**config.mk**
```make
export PLATFORM = sky130hd
export DESIGN_NAME = proportional_text_layout
export DESIGN_NICKNAME = d
export VERILOG_FILES = /design/src/hdl/ptl_pkg.sv /design/src/hdl/ptl_ram.sv /design/src/hdl/ptl_front.sv /design/src/hdl/ptl_queue.sv /design/src/hdl/ptl_back.sv /design/src/hdl/proportional_text_layout.sv
export SDC_FILE = /design/constraint.sdc
export NUM_CORES = 2
export LEC_CHECK = 0
export ABC_CLOCK_PERIOD_IN_PS = 25900
export BUFFER_PORTS_ARGS = -buffer_cell sky130_fd_sc_hd__buf_2
export CAP_MARGIN = 25
export CORE_MARGIN = 10
export CORE_UTILIZATION = 39
export CTS_CLUSTER_SIZE = 16
export DETAILED_ROUTE_END_ITERATION = 10
export GPL_ROUTABILITY_DRIVEN = 0
export PLACE_DENSITY_LB_ADDON = 0.08
export SLEW_MARGIN = 20
export SYNTH_ARGS = -nofsm -noshare
export SYNTH_HDL_FRONTEND = slang
export SYNTH_HIERARCHICAL = 1
export SYNTH_SLANG_ARGS = --single-unit
```
**constraint.sdc**
```tcl
create_clock -name clock -period 25.9 [get_ports clock]
set_clock_uncertainty 0.05 [all_clocks]
set_input_delay 5.18 -clock clock [delete_from_list [all_inputs] [get_ports clock]]
set_output_delay 5.18 -clock clock [all_outputs]
set_load 0.005 [all_outputs]
```
**src/hdl/ptl_pkg.sv**
```systemverilog
// ============================================================================
// ptl_pkg: shared types and constants of the proportional text layout block
// Request kinds, character codes, queue entry layout and queue status.
// ============================================================================
package ptl_pkg;

   localparam int FIELD_BITS  = 16;
   localparam int QUEUE_DEPTH = 4;
   localparam int QPTR_BITS   = $clog2(QUEUE_DEPTH);
   localparam int QCNT_BITS   = $clog2(QUEUE_DEPTH + 1);
   localparam int QUSE_BITS   = QCNT_BITS + 1;

   localparam logic [7:0] END_CODE  = 8'd0;
   localparam logic [7:0] LF_CODE   = 8'd10;
   localparam logic [7:0] SKIP_CODE = 8'h23;
   localparam logic [7:0] BOLD_CODE = 8'h24;

   typedef enum logic [1:0] {
      REQ_WRITE = 2'd0,
      REQ_START = 2'd1,
      REQ_CHAR  = 2'd2
   } req_kind_type;

   typedef enum logic [1:0] {
      OP_START   = 2'd0,
      OP_NEWLINE = 2'd1,
      OP_GLYPH   = 2'd2
   } op_kind_type;

   typedef struct packed {
      op_kind_type                  kind;
      logic [7:0]                   code;
      logic                         bold;
      logic [7:0]                   width;
      logic signed [FIELD_BITS-1:0] org_x;
      logic signed [FIELD_BITS-1:0] org_y;
      logic signed [FIELD_BITS-1:0] limit;
   } q_entry_type;

   typedef struct packed {
      logic [QCNT_BITS-1:0] count;
      logic                 empty;
      logic                 full;
   } q_status_type;

endpackage

```
**src/hdl/ptl_ram.sv**
```systemverilog
// ============================================================================
// ptl_ram: generic single-write, single-read RAM
// One write port and one read port with registered read data.
// ============================================================================
module ptl_ram #(
   parameter int WIDTH = 8,
   parameter int DEPTH = 256
) (
   input  logic                     clock,
   input  logic                     wr_en,
   input  logic [$clog2(DEPTH)-1:0] wr_addr,
   input  logic [WIDTH-1:0]         wr_data,
   input  logic                     rd_en,
   input  logic [$clog2(DEPTH)-1:0] rd_addr,
   output logic [WIDTH-1:0]         rd_data
);

   logic [WIDTH-1:0] mem_ff [DEPTH];
   logic [WIDTH-1:0] rd_data_ff;

   always_ff @(posedge clock) begin
      if (wr_en) begin
         mem_ff[wr_addr] <= wr_data;
      end
      if (rd_en) begin
         rd_data_ff <= mem_ff[rd_addr];
      end
   end

   assign rd_data = rd_data_ff;

endmodule

```
**src/hdl/ptl_front.sv**
```systemverilog
// ============================================================================
// ptl_front: request intake and classification
// Decodes requests, keeps the string state, owns the glyph width table and
// hands classified operations with their widths to the queue.
// ============================================================================
module ptl_front #(
   parameter int GLYPH_COUNT      = 256,
   parameter int MAX_STRING_CHARS = 256
) (
   input  logic                  clock,
   input  logic                  reset,
   input  logic                  req_tvalid,
   output logic                  req_tready,
   input  logic [63:0]           req_tdata,
   input  logic [1:0]            req_tuser,
   input  ptl_pkg::q_status_type q_status,
   output logic                  q_push,
   output ptl_pkg::q_entry_type  q_entry
);

   localparam int IDX_BITS = $clog2(GLYPH_COUNT);
   localparam int CNT_BITS = $clog2(MAX_STRING_CHARS + 1);
   localparam logic [8:0] GLYPH_LIMIT = 9'(GLYPH_COUNT);
   localparam logic [CNT_BITS-1:0] CHAR_LIMIT = CNT_BITS'(MAX_STRING_CHARS);

   ptl_pkg::req_kind_type req_kind;
   logic [7:0]            req_code;
   logic                  req_fire;
   logic                  in_range;
   logic [IDX_BITS-1:0]   tbl_addr;
   logic                  wr_en;
   logic [7:0]            ram_rd;
   logic [ptl_pkg::QUSE_BITS-1:0] used;

   logic [GLYPH_COUNT-1:0] valid_ff, valid_in;
   logic                   ended_ff, ended_in;
   logic [CNT_BITS-1:0]    chars_ff, chars_in, chars_inc;
   logic                   bold_ff, bold_in;
   logic                   s1_valid_ff, s1_valid_in;
   logic                   s1_hit_ff, s1_hit_in;
   ptl_pkg::q_entry_type   s1_entry_ff, s1_entry_in;

   assign req_kind  = ptl_pkg::req_kind_type'(req_tuser);
   assign req_code  = req_tdata[7:0];
   assign used      = ptl_pkg::QUSE_BITS'(q_status.count) + ptl_pkg::QUSE_BITS'(s1_valid_ff);
   assign req_tready = used < ptl_pkg::QUSE_BITS'(ptl_pkg::QUEUE_DEPTH);
   assign req_fire  = req_tvalid && req_tready;
   assign in_range  = {1'b0, req_code} < GLYPH_LIMIT;
   assign tbl_addr  = req_code[IDX_BITS-1:0];
   assign wr_en     = req_fire && (req_kind == ptl_pkg::REQ_WRITE) && in_range;
   assign chars_inc = chars_ff + 1'b1;

   ptl_ram #(
      .WIDTH(8),
      .DEPTH(GLYPH_COUNT)
   ) u_width_ram (
      .clock  (clock),
      .wr_en  (wr_en),
      .wr_addr(tbl_addr),
      .wr_data(req_tdata[15:8]),
      .rd_en  (req_fire),
      .rd_addr(tbl_addr),
      .rd_data(ram_rd)
   );

   always_comb begin
      valid_in    = valid_ff;
      ended_in    = ended_ff;
      chars_in    = chars_ff;
      bold_in     = bold_ff;
      s1_valid_in = 1'b0;
      s1_hit_in   = s1_hit_ff;
      s1_entry_in = s1_entry_ff;
      if (wr_en) begin
         valid_in[tbl_addr] = 1'b1;
      end
      if (req_fire) begin
         s1_hit_in         = in_range && valid_ff[tbl_addr];
         s1_entry_in.kind  = ptl_pkg::OP_GLYPH;
         s1_entry_in.code  = req_code;
         s1_entry_in.bold  = bold_ff;
         s1_entry_in.width = '0;
         s1_entry_in.org_x = req_tdata[31:16];
         s1_entry_in.org_y = req_tdata[47:32];
         s1_entry_in.limit = req_tdata[63:48];
         unique case (req_kind)
            ptl_pkg::REQ_WRITE: begin
            end
            ptl_pkg::REQ_START: begin
               ended_in         = 1'b0;
               chars_in         = '0;
               bold_in          = 1'b0;
               s1_entry_in.kind = ptl_pkg::OP_START;
               s1_valid_in      = 1'b1;
            end
            ptl_pkg::REQ_CHAR: begin
               if (!ended_ff) begin
                  if (req_code == ptl_pkg::END_CODE) begin
                     ended_in = 1'b1;
                  end else begin
                     chars_in = chars_inc;
                     if (chars_inc >= CHAR_LIMIT) begin
                        ended_in = 1'b1;
                     end
                     case (req_code)
                        ptl_pkg::LF_CODE: begin
                           s1_entry_in.kind = ptl_pkg::OP_NEWLINE;
                           s1_valid_in      = 1'b1;
                        end
                        ptl_pkg::BOLD_CODE: begin
                           bold_in = !bold_ff;
                        end
                        ptl_pkg::SKIP_CODE: begin
                        end
                        default: begin
                           s1_valid_in = 1'b1;
                        end
                     endcase
                  end
               end
            end
            default: begin
            end
         endcase
      end
   end

   always_ff @(posedge clock) begin
      if (reset) begin
         valid_ff    <= '0;
         ended_ff    <= 1'b1;
         chars_ff    <= '0;
         bold_ff     <= 1'b0;
         s1_valid_ff <= 1'b0;
      end else begin
         valid_ff    <= valid_in;
         ended_ff    <= ended_in;
         chars_ff    <= chars_in;
         bold_ff     <= bold_in;
         s1_valid_ff <= s1_valid_in;
      end
      s1_hit_ff   <= s1_hit_in;
      s1_entry_ff <= s1_entry_in;
   end

   always_comb begin
      q_entry       = s1_entry_ff;
      q_entry.width = s1_hit_ff ? ram_rd : 8'd0;
   end

   assign q_push = s1_valid_ff;

endmodule

```
**src/hdl/ptl_queue.sv**
```systemverilog
// ============================================================================
// ptl_queue: operation queue between the front and back parts
// A short first-in first-out buffer of classified operations.
// ============================================================================
module ptl_queue (
   input  logic                  clock,
   input  logic                  reset,
   input  logic                  push,
   input  ptl_pkg::q_entry_type  push_entry,
   input  logic                  pop,
   output ptl_pkg::q_entry_type  head,
   output ptl_pkg::q_status_type status
);

   ptl_pkg::q_entry_type mem_ff [ptl_pkg::QUEUE_DEPTH];
   logic [ptl_pkg::QPTR_BITS-1:0] wr_ptr_ff, wr_ptr_in;
   logic [ptl_pkg::QPTR_BITS-1:0] rd_ptr_ff, rd_ptr_in;
   logic [ptl_pkg::QCNT_BITS-1:0] count_ff, count_in;

   always_comb begin
      wr_ptr_in = push ? wr_ptr_ff + 1'b1 : wr_ptr_ff;
      rd_ptr_in = pop ? rd_ptr_ff + 1'b1 : rd_ptr_ff;
      count_in  = count_ff;
      if (push && !pop) begin
         count_in = count_ff + 1'b1;
      end else if (pop && !push) begin
         count_in = count_ff - 1'b1;
      end
   end

   always_ff @(posedge clock) begin
      if (reset) begin
         wr_ptr_ff <= '0;
         rd_ptr_ff <= '0;
         count_ff  <= '0;
      end else begin
         wr_ptr_ff <= wr_ptr_in;
         rd_ptr_ff <= rd_ptr_in;
         count_ff  <= count_in;
      end
      if (push) begin
         mem_ff[wr_ptr_ff] <= push_entry;
      end
   end

   assign head         = mem_ff[rd_ptr_ff];
   assign status.count = count_ff;
   assign status.empty = count_ff == '0;
   assign status.full  = count_ff == ptl_pkg::QCNT_BITS'(ptl_pkg::QUEUE_DEPTH);

endmodule

```
**src/hdl/ptl_back.sv**
```systemverilog
// ============================================================================
// ptl_back: cursor tracking and glyph placement
// Executes queued operations, keeps the cursor and drives the result register.
// ============================================================================
module ptl_back #(
   parameter int COORD_BITS = 16
) (
   input  logic                  clock,
   input  logic                  reset,
   input  logic                  csr_we,
   input  logic [7:0]            csr_wdata,
   input  ptl_pkg::q_entry_type  head,
   input  ptl_pkg::q_status_type q_status,
   output logic                  q_pop,
   output logic                  rsp_tvalid,
   input  logic                  rsp_tready,
   output logic [39:0]           rsp_tdata,
   output logic                  rsp_tlast
);

   localparam int C = COORD_BITS;
   localparam int E = COORD_BITS + 2;

   logic [7:0]             lh_ff, lh_in;
   logic signed [C-1:0]    cx_ff, cx_in;
   logic signed [C-1:0]    cy_ff, cy_in;
   logic signed [C-1:0]    lx_ff, lx_in;
   logic signed [C-1:0]    lim_ff, lim_in;
   logic                   pend_ff, pend_in;
   logic signed [C-1:0]    pend_x_ff, pend_x_in;
   logic signed [C-1:0]    pend_y_ff, pend_y_in;
   logic [7:0]             pend_code_ff, pend_code_in;
   logic                   rv_ff, rv_in;
   logic [7:0]             rcode_ff, rcode_in;
   logic [15:0]            rx_ff, rx_in;
   logic [15:0]            ry_ff, ry_in;
   logic                   rlast_ff, rlast_in;

   logic                   out_ready;
   logic signed [C-1:0]    h_ox, h_oy, h_lim;
   logic signed [E-1:0]    cx_e, w_e, lim_e, reach;
   logic                   wrap;
   logic signed [C-1:0]    px, py;

   assign out_ready = !rv_ff || rsp_tready;
   assign h_ox  = C'({{16{head.org_x[15]}}, head.org_x});
   assign h_oy  = C'({{16{head.org_y[15]}}, head.org_y});
   assign h_lim = C'({{16{head.limit[15]}}, head.limit});
   assign cx_e  = E'(cx_ff);
   assign w_e   = E'(head.width);
   assign lim_e = E'(lim_ff);
   assign reach = cx_e + w_e - E'(1);
   assign wrap  = !lim_ff[C-1] && (lim_ff != '0) && (reach > lim_e);
   assign px    = wrap ? lx_ff : cx_ff;
   assign py    = wrap ? cy_ff + C'(lh_ff) : cy_ff;

   always_comb begin
      lh_in        = csr_we ? csr_wdata : lh_ff;
      cx_in        = cx_ff;
      cy_in        = cy_ff;
      lx_in        = lx_ff;
      lim_in       = lim_ff;
      pend_in      = pend_ff;
      pend_x_in    = pend_x_ff;
      pend_y_in    = pend_y_ff;
      pend_code_in = pend_code_ff;
      rv_in        = rv_ff && !rsp_tready;
      rcode_in     = rcode_ff;
      rx_in        = rx_ff;
      ry_in        = ry_ff;
      rlast_in     = rlast_ff;
      q_pop        = 1'b0;
      if (pend_ff) begin
         if (out_ready) begin
            pend_in  = 1'b0;
            rv_in    = 1'b1;
            rcode_in = pend_code_ff;
            rx_in    = 16'(32'(pend_x_ff));
            ry_in    = 16'(32'(pend_y_ff));
            rlast_in = 1'b1;
         end
      end else if (!q_status.empty) begin
         unique case (head.kind)
            ptl_pkg::OP_START: begin
               q_pop  = 1'b1;
               lx_in  = h_ox;
               cx_in  = h_ox;
               cy_in  = h_oy;
               lim_in = h_lim;
            end
            ptl_pkg::OP_NEWLINE: begin
               q_pop = 1'b1;
               cx_in = lx_ff;
               cy_in = cy_ff + C'(lh_ff);
            end
            ptl_pkg::OP_GLYPH: begin
               if (out_ready) begin
                  q_pop        = 1'b1;
                  cx_in        = px + C'(head.width) - C'(1);
                  cy_in        = py;
                  rv_in        = 1'b1;
                  rcode_in     = head.code;
                  rx_in        = 16'(32'(px));
                  ry_in        = 16'(32'(py));
                  rlast_in     = !head.bold;
                  pend_in      = head.bold;
                  pend_x_in    = px;
                  pend_y_in    = py + C'(1);
                  pend_code_in = head.code;
               end
            end
            default: begin
               q_pop = 1'b1;
            end
         endcase
      end
   end

   always_ff @(posedge clock) begin
      if (reset) begin
         lh_ff   <= 8'd8;
         cx_ff   <= '0;
         cy_ff   <= '0;
         lx_ff   <= '0;
         lim_ff  <= '0;
         pend_ff <= 1'b0;
         rv_ff   <= 1'b0;
      end else begin
         lh_ff   <= lh_in;
         cx_ff   <= cx_in;
         cy_ff   <= cy_in;
         lx_ff   <= lx_in;
         lim_ff  <= lim_in;
         pend_ff <= pend_in;
         rv_ff   <= rv_in;
      end
      pend_x_ff    <= pend_x_in;
      pend_y_ff    <= pend_y_in;
      pend_code_ff <= pend_code_in;
      rcode_ff     <= rcode_in;
      rx_ff        <= rx_in;
      ry_ff        <= ry_in;
      rlast_ff     <= rlast_in;
   end

   assign rsp_tvalid = rv_ff;
   assign rsp_tdata  = {ry_ff, rx_ff, rcode_ff};
   assign rsp_tlast  = rlast_ff;

endmodule

```
**src/hdl/proportional_text_layout.sv**
```systemverilog
// ============================================================================
// proportional_text_layout: proportional-font string to glyph placements
// Width writes load the glyph width table, a start request opens a string and
// character requests move the cursor or place glyphs, twice when bold.
// ============================================================================
//
//   Channel   Direction  Handshake              Payload
//   req_      in         req_tvalid/req_tready  req_tdata, req_tuser
//   rsp_      out        rsp_tvalid/rsp_tready  rsp_tdata, rsp_tlast
//   csr_      in         csr_we                 csr_wdata (line_height)
//
// One request is taken per cycle while req_tready is high. An accepted request
// passes through the width RAM read register and the queue entry, and the
// placement is worked out from the queue head into the result register. A bold
// glyph gives two results and holds the placement stage until the second is
// issued. Reset is synchronous and clears the width table valid bits at once.
// The four-entry queue lets requests flow while results stall; req_tready falls
// once the queue and the front stage together hold four.
//
module proportional_text_layout #(
   parameter int GLYPH_COUNT      = 256,
   parameter int MAX_STRING_CHARS = 256,
   parameter int COORD_BITS       = 16
) (
   input  logic        clock,
   input  logic        reset,
   input  logic        req_tvalid,
   output logic        req_tready,
   // char_code[7:0], glyph_width[15:8], origin_x[31:16], origin_y[47:32],
   // wrap_limit[63:48]
   input  logic [63:0] req_tdata,
   // req_type[1:0]
   input  logic [1:0]  req_tuser,
   output logic        rsp_tvalid,
   input  logic        rsp_tready,
   // glyph_index[7:0], dest_x[23:8], dest_y[39:24]
   output logic [39:0] rsp_tdata,
   output logic        rsp_tlast,
   input  logic        csr_we,
   input  logic [7:0]  csr_wdata
);

   logic                  q_push;
   logic                  q_pop;
   ptl_pkg::q_entry_type  q_entry;
   ptl_pkg::q_entry_type  q_head;
   ptl_pkg::q_status_type q_status;

   ptl_front #(
      .GLYPH_COUNT     (GLYPH_COUNT),
      .MAX_STRING_CHARS(MAX_STRING_CHARS)
   ) u_front (
      .clock     (clock),
      .reset     (reset),
      .req_tvalid(req_tvalid),
      .req_tready(req_tready),
      .req_tdata (req_tdata),
      .req_tuser (req_tuser),
      .q_status  (q_status),
      .q_push    (q_push),
      .q_entry   (q_entry)
   );

   ptl_queue u_queue (
      .clock     (clock),
      .reset     (reset),
      .push      (q_push),
      .push_entry(q_entry),
      .pop       (q_pop),
      .head      (q_head),
      .status    (q_status)
   );

   ptl_back #(
      .COORD_BITS(COORD_BITS)
   ) u_back (
      .clock     (clock),
      .reset     (reset),
      .csr_we    (csr_we),
      .csr_wdata (csr_wdata),
      .head      (q_head),
      .q_status  (q_status),
      .q_pop     (q_pop),
      .rsp_tvalid(rsp_tvalid),
      .rsp_tready(rsp_tready),
      .rsp_tdata (rsp_tdata),
      .rsp_tlast (rsp_tlast)
   );

   a_no_overflow: assert property (@(posedge clock) disable iff (reset)
      q_push |-> !q_status.full || q_pop)
      else $error("queue written while full");

   a_no_underflow: assert property (@(posedge clock) disable iff (reset)
      q_pop |-> !q_status.empty)
      else $error("queue read while empty");

   a_bold_pair: assert property (@(posedge clock) disable iff (reset)
      rsp_tvalid && rsp_tready && !rsp_tlast |=>
         rsp_tvalid && rsp_tlast && (rsp_tdata[7:0] == $past(rsp_tdata[7:0])))
      else $error("bold placement not followed by its second placement");

endmodule

```
==> flow_summary.yaml <==
run_status:
  status: "finished clean"
clock_tree:
  cts-root-buf: "clkbuf_16"
  cts_made_buffers: 312
  postCtsSetupBuffers: 0
  clk_path_buf_depth: 4
  postCtsHoldBufs: 0
  clock-sinks: 2816
  post_cts_resized: 0
  worst_skew_pair.late_latency_ns: 0.91
  clk_pin_slew_ns: 0.06
  cts_tree: "built"
  h-tree-depth: 5
detailed_routing:
  wl_per_cell_microns: 29.3
  routed_wl_microns: 311000
  drtIter0Drc: 5675
  first_pass_iters: 6
  drc: 0
  vias_per_cell: 5.65
  ant_nets: 0
  via_count: 59900
setup_path:
  crit_path_end: "u_front/s1_hit_ff"
  ff2ff_path_depth: 37
  arrival_ns: 11.64
  r2r_setup_slack_ns: 15.06
  path_max_fanout: 60
  crit_path_start: "req_tdata[0]"
  end_kind: "flip-flop"
  crit_required_ns: 26.47
  start_kind: "input port"
  worstSetupPathType: "input port to flip-flop"
  r2r_end: "u_back/cx_ff[15]"
logic_synthesis:
  syn_area_per_cell_sq_um: 17.5
  synth_nets: 6574
  yosys_warnings: 6
  synth_area_sq_um: 112000
  syn_inst: 6406
die:
  core_area_sq_um: 285000
  start_util: 0.392
  ioPinCount: 122
  fp-row-count: 196
  dieWidth_microns: 556
  dieArea_sq_um: 309000
  die_y_microns: 556
power:
  p_switching_uw: 3100
  cellInternalPower_uw: 8220
  netSwitchingFraction: 0.274
  sequentialPowerShare: 0.459
  powerDensity_nw_per_um2: 89.5
  power.total_uw: 11300
  clockPowerShare: 0.370
  pwr-share-comb: 0.171
  ir_drop_uv: 146
  leakagePower_uw: 0.0402
layout:
  fin_util: 0.443
  fillers: 25000
  nNetsFinal: 6760
  final_common_cell: "edfxtp_1"
  drive_gt1_frac: 0.207
  area_growth_pct: 12.9
  layout_common_cells: "edfxtp_1 (2,465), nor2_1 (644), mux4_2 (585)"
timing:
  slew-limit-headroom: 0.258
  rsz0062_at_grt: "false"
  timing.fmax_mhz: 90.4
  min_period_ns: 11.07
  setup_viol: 0
  tightest_slew_ns: 1.11
  drv_slew: 0
  setup_tns_ns: 0
  hold_ws_ns: 0.405
  finalCritPeriodShare: 0.427
  finalHoldViolations: 0
global_routing:
  antenna_found_initial: 12
  grt_max_degree: 212
  grt_pass1_wl_microns: 446000
  track_usage: 0.196
  first_global_vias: 60300
  grt_overflow_total: 0
worst_hold_path:
  hold_path.class: "flip-flop to flip-flop"
flow_run:
  maxCapViolCount: 0
placed_design:
  io_buffers: 121
  dp_hpwl_microns: 186000
-- worst max-delay path: stages --
cell and delay, ns:
buf_8 0.47, buf_4 0.75, buf_4 0.72, buf_4 0.69, buf_4 0.83, buf_4 0.82
mux4_2 0.60, a22oi_1 0.23, a21oi_1 0.13, nor4_1 0.32, o22ai_1 0.20, or3_1 0.38
-- stage by stage --
| step | std cells | instance area (sq um) | worst slack, ns |
|---|---|---|---|
| after floorplan | 6406 | 112000 | 16.38 |
| after global placement | 10000 | 116000 | 13.60 |
| after detailed placement | 10000 | 117000 | 13.66 |
| after CTS | 10600 | 126000 | 14.66 |
| after global routing | 10600 | 126000 | 13.85 |
| final | 10600 | 126000 | 14.83 |
-- layer usage --
metal  up-vias  share of wire  wire length (microns)  GRT usage
li1      25800              -                      -          -
met1     31900           0.45                 138000      0.280
met2      1786           0.47                 147000      0.315
met3       435          0.056                  17400     0.0283
met4         0          0.026                   8070     0.0513
met5         -              0                      0          0
-- layout make-up --
type	instances	area, sq um	area share
Sequential cell	2816	81100	0.641
Inverter	127	477	0.00377
Clock buffer	411	8360	0.0662
Timing Repair Buffer	281	2080	0.0165
Clock inverter	146	1160	0.00922
Multi-Input combinational cell	3054	28500	0.226
Tap cell	3762	4710	0.0372
Antenna cell	7	17.5	0.000139
-- worst min-delay path by stage --
stage | start | endpoint | slack (ns) | cells past startpoint
finish | u_back/cx_ff[0] | u_back/cx_ff[0] | 0.40 | 2
global route | u_front/valid_ff[179] | u_front/valid_ff[179] | 0.43 | 2
CTS | u_back/cx_ff[0] | u_back/cx_ff[0] | 0.41 | 2
detailed placement | u_front/valid_ff[18] | u_front/valid_ff[18] | 0.40 | 2
global placement | u_front/valid_ff[90] | u_front/valid_ff[90] | 0.39 | 2
floorplan | u_front/bold_ff | u_front/q_entry[56] | 0.38 | 0
-- registers in the layout (all words and copies together) (netlist names), 59 cells and up, named ones only --
signal,cells
u_front/q_entry,59
u_front/u_width_ram/mem_ff,2048
u_front/valid_ff,256
u_queue/mem_ff,268
-- power by group through the flow --
stage | clock network (uW) | logic (uW) | registers (uW)
2_1_floorplan | 0 | 1360 | 5240
3_3_place_gp | 0 | 1930 | 5280
3_5_place_dp | 0 | 1950 | 5290
4_1_cts | 4300 | 1960 | 5190
5_1_grt | 4480 | 2150 | 5200
6_report | 4190 | 1930 | 5190
(Power assumes the default switching activity.)
